<file path="config.mk">
export PLATFORM = sky130hd
export DESIGN_NAME = ir_pulse_key_decoder
export DESIGN_NICKNAME = d
export VERILOG_FILES = /design/src/design/irkd_pkg.sv /design/src/design/irkd_cell.sv /design/src/design/irkd_chain.sv /design/src/design/ir_pulse_key_decoder.sv
export SDC_FILE = /design/constraint.sdc
export NUM_CORES = 2
export LEC_CHECK = 0
export BUFFER_PORTS_ARGS = -buffer_cell sky130_fd_sc_hd__clkbuf_2
export CORE_ASPECT_RATIO = 0.75
export CORE_MARGIN = 4
export CORE_UTILIZATION = 30
export CTS_CLUSTER_SIZE = 40
export DETAILED_ROUTE_END_ITERATION = 10
export HOLD_SLACK_MARGIN = 0.06
export PLACE_DENSITY_LB_ADDON = 0.05
export SYNTH_ARGS = -nofsm -noshare
export SYNTH_HDL_FRONTEND = slang
export SYNTH_SLANG_ARGS = --single-unit
</file>
<file path="constraint.sdc">
create_clock -name clk_i -period 8.25 [get_ports clk_i]
set_input_delay 1.65 -clock clk_i [delete_from_list [all_inputs] [get_ports clk_i]]
set_output_delay 1.65 -clock clk_i [all_outputs]
set_load 0.01 [all_outputs]
</file>
<file path="src/design/irkd_pkg.sv">
// Shared types and constants for the infrared pulse key decoder.
`timescale 1ns / 1ps
`default_nettype none
package irkd_pkg;

  localparam int TableDepth = 16;
  localparam int MaxSymbols = 64;
  localparam int CodeBits   = 32;
  localparam int RepeatMin  = 2;

  localparam int IdxW  = $clog2(TableDepth);
  localparam int LimW  = $clog2(TableDepth + 1);
  localparam int CntW  = $clog2(MaxSymbols + 1);
  localparam int BitsW = $clog2(CodeBits + 1);

  localparam logic [1:0] KindSymbol = 2'd0;
  localparam logic [1:0] KindTick   = 2'd1;
  localparam logic [1:0] KindWrite  = 2'd2;

  localparam logic [1:0] CfgTableSize    = 2'd0;
  localparam logic [1:0] CfgOneThreshold = 2'd1;
  localparam logic [1:0] CfgMinSymbols   = 2'd2;
  localparam logic [1:0] CfgDebounceMs   = 2'd3;

  localparam logic [2:0] StatusAccepted  = 3'd0;
  localparam logic [2:0] StatusDuplicate = 3'd1;
  localparam logic [2:0] StatusUnknown   = 3'd2;
  localparam logic [2:0] StatusRepeat    = 3'd3;
  localparam logic [2:0] StatusIgnored   = 3'd4;

  typedef enum logic [1:0] {
    StIdle,
    StSearch,
    StDeliver
  } irkd_state_e;

  typedef struct packed {
    logic [1:0]  kind;
    logic [14:0] duration;
    logic        last;
    logic [3:0]  entry_index;
    logic [31:0] entry_code;
    logic [7:0]  entry_key;
  } irkd_in_t;

  typedef struct packed {
    logic [2:0]  status;
    logic [7:0]  key_id;
    logic [31:0] frame_code;
    logic [3:0]  match_index;
  } irkd_out_t;

  typedef struct packed {
    logic            valid;
    logic            found;
    logic [31:0]     code;
    logic [IdxW-1:0] idx;
    logic [7:0]      key;
  } irkd_probe_t;

endpackage
`default_nettype wire

</file>
<file path="src/design/irkd_cell.sv">
// One key table slot that compares a passing probe against its stored code.
`timescale 1ns / 1ps
`default_nettype none
module irkd_cell (
  input  wire logic                        clk_i,
  input  wire logic                        rst_ni,
  input  wire logic [irkd_pkg::IdxW-1:0]   slot_i,
  input  wire logic [irkd_pkg::LimW-1:0]   lim_i,
  input  wire logic                        wr_en_i,
  input  wire logic [31:0]                 wr_code_i,
  input  wire logic [7:0]                  wr_key_i,
  input  wire irkd_pkg::irkd_probe_t       probe_i,
  output      irkd_pkg::irkd_probe_t       probe_o
);
  import irkd_pkg::*;

  logic [31:0] code_q;
  logic [7:0]  key_q;
  logic        valid_q;
  irkd_probe_t probe_q;
  irkd_probe_t probe_d;
  logic        active;

  assign active = LimW'(slot_i) < lim_i;

  always_comb begin
    probe_d = probe_i;
    if (!probe_i.found && active && (code_q == probe_i.code)) begin
      probe_d.found = 1'b1;
      probe_d.idx   = slot_i;
      probe_d.key   = key_q;
    end
  end

  always_ff @(posedge clk_i) begin
    if (wr_en_i) begin
      code_q <= wr_code_i;
      key_q  <= wr_key_i;
    end
    probe_q <= probe_d;
  end

  always_ff @(posedge clk_i or negedge rst_ni) begin
    if (!rst_ni) begin
      valid_q <= 1'b0;
    end else begin
      valid_q <= probe_i.valid;
    end
  end

  always_comb begin
    probe_o       = probe_q;
    probe_o.valid = valid_q;
  end

endmodule
`default_nettype wire

</file>
<file path="src/design/irkd_chain.sv">
// Row of key table cells through which a lookup probe advances one slot per cycle.
`timescale 1ns / 1ps
`default_nettype none
module irkd_chain (
  input  wire logic                        clk_i,
  input  wire logic                        rst_ni,
  input  wire logic [irkd_pkg::LimW-1:0]   lim_i,
  input  wire logic                        wr_en_i,
  input  wire logic [3:0]                  wr_slot_i,
  input  wire logic [31:0]                 wr_code_i,
  input  wire logic [7:0]                  wr_key_i,
  input  wire irkd_pkg::irkd_probe_t       probe_i,
  output      irkd_pkg::irkd_probe_t       probe_o
);
  import irkd_pkg::*;

  irkd_probe_t probe_w [TableDepth+1];

  assign probe_w[0] = probe_i;
  assign probe_o    = probe_w[TableDepth];

  for (genvar g = 0; g < TableDepth; g++) begin : g_cell
    logic sel;
    assign sel = wr_en_i && ({24'd0, wr_slot_i} == 28'(g));

    irkd_cell u_cell (
      .clk_i     (clk_i),
      .rst_ni    (rst_ni),
      .slot_i    (IdxW'(g)),
      .lim_i     (lim_i),
      .wr_en_i   (sel),
      .wr_code_i (wr_code_i),
      .wr_key_i  (wr_key_i),
      .probe_i   (probe_w[g]),
      .probe_o   (probe_w[g+1])
    );
  end

endmodule
`default_nettype wire

</file>
<file path="src/design/ir_pulse_key_decoder.sv">
// Top level of the infrared pulse key decoder: frame assembly, lookup control, debounce.
// A symbol that closes a frame and passes the length and zero-code checks starts a lookup
// that walks the row of table cells one slot per cycle, and no further item is taken until
// its result has been loaded into the output register; short and repeat frames give their
// result without a lookup. Items that produce no result are taken while a result waits.
`timescale 1ns / 1ps
`default_nettype none
module ir_pulse_key_decoder (
  input  wire logic                  clk_i,
  input  wire logic                  rst_ni,
  input  wire logic                  in_valid_i,
  output      logic                  in_ready_o,
  input  wire irkd_pkg::irkd_in_t    in_i,
  output      logic                  out_valid_o,
  input  wire logic                  out_ready_i,
  output      irkd_pkg::irkd_out_t   out_o,
  input  wire logic                  cfg_we_i,
  input  wire logic [1:0]            cfg_idx_i,
  input  wire logic [15:0]           cfg_data_i
);
  import irkd_pkg::*;

  irkd_state_e state_q, state_d;

  logic [4:0]      table_size_q;
  logic [14:0]     one_threshold_q;
  logic [6:0]      min_symbols_q;
  logic [15:0]     debounce_ms_q;

  logic [CntW-1:0] cnt_q, cnt_d;
  logic [31:0]     shift_q, shift_d;
  logic [7:0]      prev_key_q, prev_key_d;
  logic            prev_valid_q, prev_valid_d;
  logic [15:0]     since_q, since_d;

  logic            out_valid_q, out_valid_d;
  irkd_out_t       out_q, out_d;
  irkd_probe_t     hold_q;

  irkd_probe_t     launch_probe;
  irkd_probe_t     chain_out;
  logic [LimW-1:0] lim;

  logic            closes, out_free, in_fire;
  logic            launch, deliver, short_done, capture;
  logic [CntW-1:0] cnt_step, nm1;
  logic [31:0]     shift_step, code;
  logic [BitsW-1:0] nbits;
  logic            short_frame;
  logic            table_wr;

  assign closes   = (in_i.kind == KindSymbol) && in_i.last;
  assign out_free = !out_valid_q || out_ready_i;
  assign in_ready_o = (state_q == StIdle) && (out_free || !closes);
  assign in_fire  = in_valid_i && in_ready_o;
  assign table_wr = in_fire && (in_i.kind == KindWrite) &&
                    ({28'd0, in_i.entry_index} < 32'(TableDepth));

  assign lim = ({27'd0, table_size_q} > 32'(TableDepth)) ? LimW'(TableDepth)
                                                         : LimW'(table_size_q);

  // Symbol accumulation and frame code extraction
  always_comb begin
    cnt_step   = cnt_q;
    shift_step = shift_q;
    if (cnt_q < CntW'(MaxSymbols)) begin
      cnt_step = cnt_q + CntW'(1);
      if ((cnt_q >= CntW'(1)) && (cnt_q <= CntW'(CodeBits))) begin
        shift_step = {in_i.duration > one_threshold_q, shift_q[31:1]};
      end
    end
    nm1 = (cnt_step == '0) ? '0 : cnt_step - CntW'(1);
    nbits = (nm1 > CntW'(CodeBits)) ? BitsW'(CodeBits) : BitsW'(nm1);
    if (nbits == '0) begin
      code = '0;
    end else begin
      code = shift_step >> (BitsW'(CodeBits) - nbits);
    end
    short_frame = ({{(8 - CntW){1'b0}}, cnt_step} < {1'b0, min_symbols_q}) ||
                  (code == '0);
  end

  // Next state
  always_comb begin
    state_d = state_q;
    unique case (state_q)
      StIdle: begin
        if (in_fire && closes && !short_frame) state_d = StSearch;
      end
      StSearch: begin
        if (chain_out.valid) state_d = StDeliver;
      end
      StDeliver: begin
        if (out_free) state_d = StIdle;
      end
      default: state_d = StIdle;
    endcase
  end

  // Control outputs
  always_comb begin
    launch     = 1'b0;
    short_done = 1'b0;
    capture    = 1'b0;
    deliver    = 1'b0;
    unique case (state_q)
      StIdle: begin
        launch     = in_fire && closes && !short_frame;
        short_done = in_fire && closes && short_frame;
      end
      StSearch: capture = chain_out.valid;
      StDeliver: deliver = out_free;
      default: ;
    endcase
  end

  always_comb begin
    launch_probe       = '0;
    launch_probe.valid = launch;
    launch_probe.code  = code;
  end

  irkd_chain u_chain (
    .clk_i     (clk_i),
    .rst_ni    (rst_ni),
    .lim_i     (lim),
    .wr_en_i   (table_wr),
    .wr_slot_i (in_i.entry_index),
    .wr_code_i (in_i.entry_code),
    .wr_key_i  (in_i.entry_key),
    .probe_i   (launch_probe),
    .probe_o   (chain_out)
  );

  // Datapath next values
  always_comb begin
    cnt_d        = cnt_q;
    shift_d      = shift_q;
    prev_key_d   = prev_key_q;
    prev_valid_d = prev_valid_q;
    since_d      = since_q;
    out_valid_d  = out_valid_q && !out_ready_i;
    out_d        = out_q;

    if (in_fire && (in_i.kind == KindSymbol)) begin
      cnt_d   = cnt_step;
      shift_d = shift_step;
      if (in_i.last) begin
        cnt_d   = '0;
        shift_d = '0;
      end
    end
    if (in_fire && (in_i.kind == KindTick) && (since_q != 16'hFFFF)) begin
      since_d = since_q + 16'd1;
    end

    if (short_done) begin
      out_valid_d        = 1'b1;
      out_d.status       = (cnt_step > CntW'(RepeatMin)) ? StatusRepeat : StatusIgnored;
      out_d.key_id       = '0;
      out_d.frame_code   = '0;
      out_d.match_index  = '0;
    end

    if (deliver) begin
      out_valid_d      = 1'b1;
      out_d.frame_code = hold_q.code;
      if (!hold_q.found) begin
        out_d.status      = StatusUnknown;
        out_d.key_id      = '0;
        out_d.match_index = '0;
      end else begin
        out_d.key_id      = hold_q.key;
        out_d.match_index = 4'(hold_q.idx);
        if (prev_valid_q && (prev_key_q == hold_q.key) && (since_q < debounce_ms_q)) begin
          out_d.status = StatusDuplicate;
        end else begin
          out_d.status = StatusAccepted;
          prev_key_d   = hold_q.key;
          prev_valid_d = 1'b1;
          since_d      = '0;
        end
      end
    end
  end

  always_ff @(posedge clk_i) begin
    if (capture) hold_q <= chain_out;
    out_q <= out_d;
  end

  always_ff @(posedge clk_i or negedge rst_ni) begin
    if (!rst_ni) begin
      state_q         <= StIdle;
      table_size_q    <= 5'd0;
      one_threshold_q <= 15'd1100;
      min_symbols_q   <= 7'd34;
      debounce_ms_q   <= 16'd200;
      cnt_q           <= '0;
      shift_q         <= '0;
      prev_key_q      <= '0;
      prev_valid_q    <= 1'b0;
      since_q         <= '0;
      out_valid_q     <= 1'b0;
    end else begin
      state_q      <= state_d;
      cnt_q        <= cnt_d;
      shift_q      <= shift_d;
      prev_key_q   <= prev_key_d;
      prev_valid_q <= prev_valid_d;
      since_q      <= since_d;
      out_valid_q  <= out_valid_d;
      if (cfg_we_i) begin
        unique case (cfg_idx_i)
          CfgTableSize:    table_size_q    <= cfg_data_i[4:0];
          CfgOneThreshold: one_threshold_q <= cfg_data_i[14:0];
          CfgMinSymbols:   min_symbols_q   <= cfg_data_i[6:0];
          CfgDebounceMs:   debounce_ms_q   <= cfg_data_i;
          default: ;
        endcase
      end
    end
  end

  assign out_valid_o = out_valid_q;
  assign out_o       = out_q;

endmodule
`default_nettype wire
</file>
== Word level (Yosys, flattened, before mapping) ==
Index checks and enable logic that the tools add are counted.

* Muxes and demuxes: 45
* Shifts and indexed selects: 1
* Order comparisons: 25
* Equality and inequality tests: 43
* Add/subtract/negate cells: 4
* Divide/modulo/power cells: 0
* Reductions and logical operators: 97
* Bitwise logic cells: 1
* Multipliers: 0

{| class="wikitable"
|+ Operators with widths
! operator !! count
|-
| $eq 32x32->1 || 16
|-
| $mux 32 || 4
|-
| $mux 8 || 15
|-
| $mux 47 || 2
|-
| $mux 16 || 4
|-
| $logic_and 1x1->1 || 61
|-
| $lt 4x5->1 const A || 8
|-
| $eq 4x4->1 const B || 8
|-
| $logic_not 32->1 || 1
|-
| $shr 32x6->32 || 1
|-
| $mux 7 || 3
|-
| $lt 3x5->1 const A || 4
|-
| $logic_not 1->1 || 19
|-
| $add 16x1->16 const B || 1
|-
| $eq 4x3->1 const B || 4
|-
| $lt 16x16->1 || 1
|-
| $ne 16x16->1 const B || 1
|-
| $gt 15x15->1 || 1
|-
| $lt 1x5->1 const A || 2
|-
| $lt 2x5->1 const A || 2
|-
| $mux 10 || 1
|-
| $eq 2x2->1 const B || 4
|-
| $eq 4x2->1 const B || 2
|-
| $eq 8x8->1 || 1
|-
| 30 further kinds || 50
|}

* Bits in read-only memories: 0
* Input port bits: 85
* Output and inout port bits: 49
* Latch bits: 0
* Bits in registers: 1,574
* Bits in writable memories: 0
* Memories kept: 0

== Longest topological paths before layout ==
* Depth in word-level cells: 15
* Depth in mapped cells: 27
* Depth with buffers taken out: 19

== By module ==
From an unflattened synthesis, not the netlist that was laid out.

* Cell total of the unflattened synthesis: 3,672
* Area, all modules: 56,441.6 sq um

{| class="wikitable"
|+ Modules (own cells, without submodules)
! module !! cells each !! sequential area each (sq um) !! instances !! area an instance (sq um)
|-
| irkd_cell at u_chain.g_cell[12].u_cell ... || 157 || 2,127.0 || 13 || 2,763.9
|-
| ir_pulse_key_decoder || 1,132 || 5,526.6 || 1 || 12,011.5
|-
| irkd_cell at u_chain.g_cell[0].u_cell ... || 158 || 2,127.0 || 3 || 2,791.4
|-
| irkd_chain || 25 || 0.0 || 1 || 125.1
|}

== Worst setup path after synthesis ==
No wires, ideal clock.

* Kind: flip-flop to flip-flop
* Start: register cnt_q[0]
* End: register out_q, in the netlist out_o[0], enable pin
* Arrival: 6,892 ps
* Stages on the path, launching flop included: 24
* Clock period less this slack: 7,304 ps
* Setup time: 412 ps
* Buffers on the path: 7
* Setup slack: 946 ps
* Required time: 7,838 ps
* Path through: dfrtp_1 clkbuf_1 inv_1 ha_1 mux2i_1 ha_1 clkbuf_1 nand3_1 a21boi_2 inv_2 buf_2 buf_2 ha_1 clkbuf_1 buf_1 clkbuf_1 nand3_1 o211ai_1 o21a_1 nor2_1 or2_2 or4b_1 nor4_2 o31a_1

* Word-level cells in the longest chain between the ends: 14

{| class="wikitable"
|+ RTL lines
! element !! RTL line !! RTL
|-
| start, declared || ir_pulse_key_decoder.sv:30 || <nowiki>logic [CntW-1:0] cnt_q, cnt_d;</nowiki>
|-
| start signal, assigned || ir_pulse_key_decoder.sv:207 || <nowiki>cnt_q <= cnt_d;</nowiki>
|-
| $add 7x1->7 or $lt 7x7->1 (tied branches) || ir_pulse_key_decoder.sv:67, ir_pulse_key_decoder.sv:66 ||
|-
| $mux 7 || ir_pulse_key_decoder.sv:66 || <nowiki>if (cnt_q < CntW'(MaxSymbols)) begin</nowiki>
|-
| $sub 7x1->7 or $logic_not 7->1 (tied branches) || ir_pulse_key_decoder.sv:72 || <nowiki>nm1 = (cnt_step == '0) ? '0 : cnt_step - CntW'(1);</nowiki>
|-
| $mux 7 || ir_pulse_key_decoder.sv:72 ||
|-
| $gt 7x6->1 || ir_pulse_key_decoder.sv:73 || <nowiki>nbits = (nm1 > CntW'(CodeBits)) ? BitsW'(CodeBits) : BitsW'(nm1);</nowiki>
|-
| $mux 6 || ir_pulse_key_decoder.sv:73 ||
|-
| $sub 6x6->6 || ir_pulse_key_decoder.sv:77 || <nowiki>code = shift_step >> (BitsW'(CodeBits) - nbits);</nowiki>
|-
| $shr 32x6->32 || ir_pulse_key_decoder.sv:77 ||
|-
| $mux 32 (*) || ir_pulse_key_decoder.sv:74 || <nowiki>if (nbits == '0) begin</nowiki>
|-
| named net code[4] || ir_pulse_key_decoder.sv:47 || <nowiki>logic [31:0] shift_step, code;</nowiki>
|-
| $logic_not 32->1 (*) || ir_pulse_key_decoder.sv:80 || <nowiki>(code == '0);</nowiki>
|-
| $logic_or 1x1->1 (*) || ir_pulse_key_decoder.sv:79 || <nowiki>short_frame = ({{(8 - CntW){1'b0}}, cnt_step} < {1'b0, min_symbols_q}) ||</nowiki>
|-
| $logic_and 1x1->1 (*) || ir_pulse_key_decoder.sv:109 || <nowiki>short_done = in_fire && closes && short_frame;</nowiki>
|-
| $mux 1 (*) || ir_pulse_key_decoder.sv:106 || <nowiki>unique case (state_q)</nowiki>
|-
| $reduce_bool 2->1 (no source line) (*) || n/a ||
|-
| end signal, assigned || ir_pulse_key_decoder.sv:189 || <nowiki>out_q <= out_d;</nowiki>
|-
| end, declared || ir_pulse_key_decoder.sv:37 || <nowiki>irkd_out_t out_q, out_d;</nowiki>
|}

Mark *: on every way through the listed nets, which the timed path passes. The rest lies on a longest branch.
A chain may end at the register's enable or synchronous reset.

== Final worst setup path ==
Same ends and word-level chain as after synthesis.

==> metrics.md <==
| Metric | Value |
|---|---|
| RSZ-0062 raised after global routing | `no` |
| Async set or reset register ratio after synthesis | `8.06%` |
| Slew @ Worst Pin | `1.25 ns` |
| Crit end category | `flop` |
| GRT overflow | `0` |
| CTS Buffer Depth | `3` |
| Drc violations | `0` |
| Synth unique cells | `~100` |
| Hold_ws | `0.343 ns` |
| CTS tree | `yes` |
| Critical path peak fanout | `47` |
| Initial antenna violation count | `35` |
| Worst slack at placement | `about 0.94 ns` |
| Largest net degree at the start of global routing | `between 70 and 80` |
| Reg2Reg Depth | `19` |
| Status | `complete, no violations` |
| Critical Path RT | `8.69 ns` |
| Layout area overhead | `17.1%` |
| Setup bufs post-CTS | `0` |
| Final non-filler cell total | `6,285` |
| Sequential area share after synthesis | `73.0%` |
| Startpoint types | `flop` |
| Post-synth top area share | `40.9%` |
| Pre-antenna DRT Iters | `5` |
| Sink Count | `1,563` |
| Post-synth net total | `3,616` |
| Maximum clock rate | `0.133 GHz` |
| Post-Synthesis Cells | `approximately 3,500` |
| CTS buffer count | `about 160` |
| Post_cts resized | `0` |
| Global Route Usage Sum | `16.8%` |
| Avg WL per Cell | `25.2 um` |
| Final WS setup | `0.734 ns` |
| Yosys warnings | `0` |
| # IOs | `134` |
| Commonest non-fill, non-tap cell in the layout | `edfxtp_1` |
| Worst hold path type | `reg -> reg` |
| Max-Cap Viols | `0` |
| CTS Hold Bufs | `0` |
| Final ANT Viol Nets | `0` |
| IO Port Bufs | `133` |
| Max H-tree Level | `4` |
| Max Slew Vio Count | `0` |
| Pwr Total | `21.5 mW` |
| Nets | `just under 4,000` |
| DIE AREA | `186,000 um^2` |
| Number of vias per cell | `~4.5` |
| Cell Area, Synth | `between 50,000 and 60,000 um^2` |
| FP Rows | `134` |
| Yosys top cell by area | `edfxtp_1` |
| Worst Hold Depth | `0` |
| Die Span Y | `roughly 370 um` |
| DR vias | `28,500` |
| First-pass GRT wire length | `approximately 220 mm` |
| Placed insts | `5,986` |
| PD cells | `about 340 nW/um^2` |
| Tcrit/Tclk final | `91.1%` |
| Routed wire length | `158 mm` |
| Maximum vdd drop | `0.284 mV` |
| Die W | `497 um` |
| Commonest non-fill, non-tap cells in the layout | `edfxtp_1, dfxtp_1, xor2_1, xnor2_1, mux2_2` |
| Slew headroom | `15.6%` |
| CP arrival | `7.95 ns` |
| Final GP Congestion | `0.836` |
| Mean Syn Cell Area | `15.4 um^2` |
| Fillers | `17,200` |
| Worst-path clk slew | `about 0.06 ns` |
| Worst Setup Path Type | `reg -> reg` |
| Vias in the first global route | `roughly 29,000` |
| Starting DRT DRC Count | `2,616` |
| Setup TNS | `0 ns` |
| Top FF cell, synth | `edfxtp_1` |
| Hold Vio Cnt, Final | `0` |
| Core Box Area | `178,000 um^2` |
| Clock latency on the worst-skew pair | `approximately 0.78 ns` |
| Initial Util | `30.2%` |
| P_leak | `23.5 nW` |
| Fin crit period | `7.52 ns` |
| Ranking of synthesized cells by area | `edfxtp_1, dfxtp_1, dfrtp_1` |
| Worst Skew | `0.0309 ns` |
| Layout cell share with drive strength beyond 1 | `19.2%` |
| #FFs+latches synth | `approximately 1,600` |
| Root Buffer Master | `clkbuf_16` |
| HPWL Detailed | `between 100 and 150 mm` |
| Count of final setup violators | `0` |
| EDFF count, synth | `732` |
## per-stage QoR
stage	instance area, um^2	util, %
final	63000	35.4
after global routing	63000	35.4
after CTS	63000	35.4
after detailed placement	57800	32.4
after global placement	57800	32.4
after floorplan	53800	-
## registers in the layout, indices dropped and copies added, names as in the netlist
register                       count
prev_key_q                         8
out_o                             47
u_chain.g_cell.u_cell.key_q      128
cnt_q                              7
min_symbols_q                      7
hold_q                            45
state_q                            2
one_threshold_q                   15
u_chain.g_cell.u_cell.valid_q     16
table_size_q                       5
shift_q                           32
u_chain.g_cell.u_cell.probe_o    705
u_chain.g_cell.u_cell.code_q     512
since_q                           16
debounce_ms_q                     16
out_valid_o                        1
prev_valid_q                       1
## synthesized netlist by cell type, types with 6 or more instances
cell and number:
xor2_1 275, edfxtp_1 732, o31ai_1 10, and3_1 21, nand2b_1 15, mux2i_1 81, nand3_1 49, dfxtp_1 705
nand2_1 85, o32ai_1 7, nor2_1 96, o21ai_0 39, nor4_1 97, buf_6 8, o211ai_1 10, a22oi_1 6
nor3_1 36, nor2b_1 23, and4_1 9, a211oi_1 13, mux2_2 178, a31oi_1 19, ha_1 44, nand4_1 75
and2_1 43, inv_1 68, dfrtp_1 117, a22o_1 27, or2_2 48, clkbuf_1 53, nand4b_1 10, o221ai_1 7
a21oi_1 46, xnor2_1 248, a21o_1 12, buf_2 11, dfstp_2 9, or3_1 23, o21a_1 7
## area by class of cell
class	count	area (um^2)	share of cell area (%)
Sequential cell	1563	39300	62.3
Timing Repair Buffer	200	1180	1.88
Tap cell	2380	2980	4.73
Multi-Input combinational cell	1774	14100	22.4
Clock buffer	225	4520	7.17
Inverter	69	259	0.411
Antenna cell	10	25.0	0.0397
Clock inverter	64	686	1.09
## metal layers
metal	vias up	wire length [um]	GRT usage (%)
met5	-	0	0
met4	0	2590	3.96
met3	147	8770	2.88
met2	673	68700	24.9
met1	14400	78200	25.4
li1	13200	-	-
## path summary, 6_finish.rpt
kind / startpoint / to / slack (ns)
worst max-delay path: cnt_q[0] / out_o[0] / 0.73
worst min-delay path: u_chain.g_cell[1].u_cell.probe_o[38] / u_chain.g_cell[2].u_cell.probe_o[38] / 0.34
worst max register to register: cnt_q[0] / out_o[0] / 0.73
worst min register to register: u_chain.g_cell[1].u_cell.probe_o[38] / u_chain.g_cell[2].u_cell.probe_o[38] / 0.34
max in group asynchronous: rst_ni / prev_key_q[6] / 6.02
min in group asynchronous: rst_ni / shift_q[7] / 0.86
## power by group
part           internal (mW)  total [mW]  switching, mW  leakage [nW]
Sequential              8.73        9.26          0.530          13.9
Clock                   4.15        7.20           3.06          2.56
Combinational           1.74        5.06           3.32          6.95
Total                   14.6        21.5           6.91          23.5
## logic make-up (layout without fill, tap and decap cells)
family	Yosys count	in the layout	share of synthesized area, %
multiplexers	264	264	5.41
AO/OA/AOI/OAI	280	280	3.88
buffers and inverters	150	558	1.24
other	0	10	0
AND/OR/NAND/NOR	662	662	6.91
XOR/XNOR	524	524	8.55
flip-flops	1563	1563	73.0
adder cells (fa/ha/maj)	44	44	1.02
## critical path, cell delays in order (launching register included)
cell and delay [ns]:
dfrtp_1 0.69, inv_1 0.10, ha_1 0.32, mux2i_1 0.38, ha_1 0.48, nand3_1 0.43, a21oi_1 0.62, nand2_1 0.12
ha_2 0.84, mux2i_1 0.24, mux2i_1 0.52, nor4_1 0.12, o21ai_0 0.21, nand4_1 0.27, or2_2 0.38, or4b_1 0.48
nor4_2 0.24, buf_4 0.21, o31a_2 0.17, buf_12 0.24
Note: power is estimated with default switching activity, not from simulation.
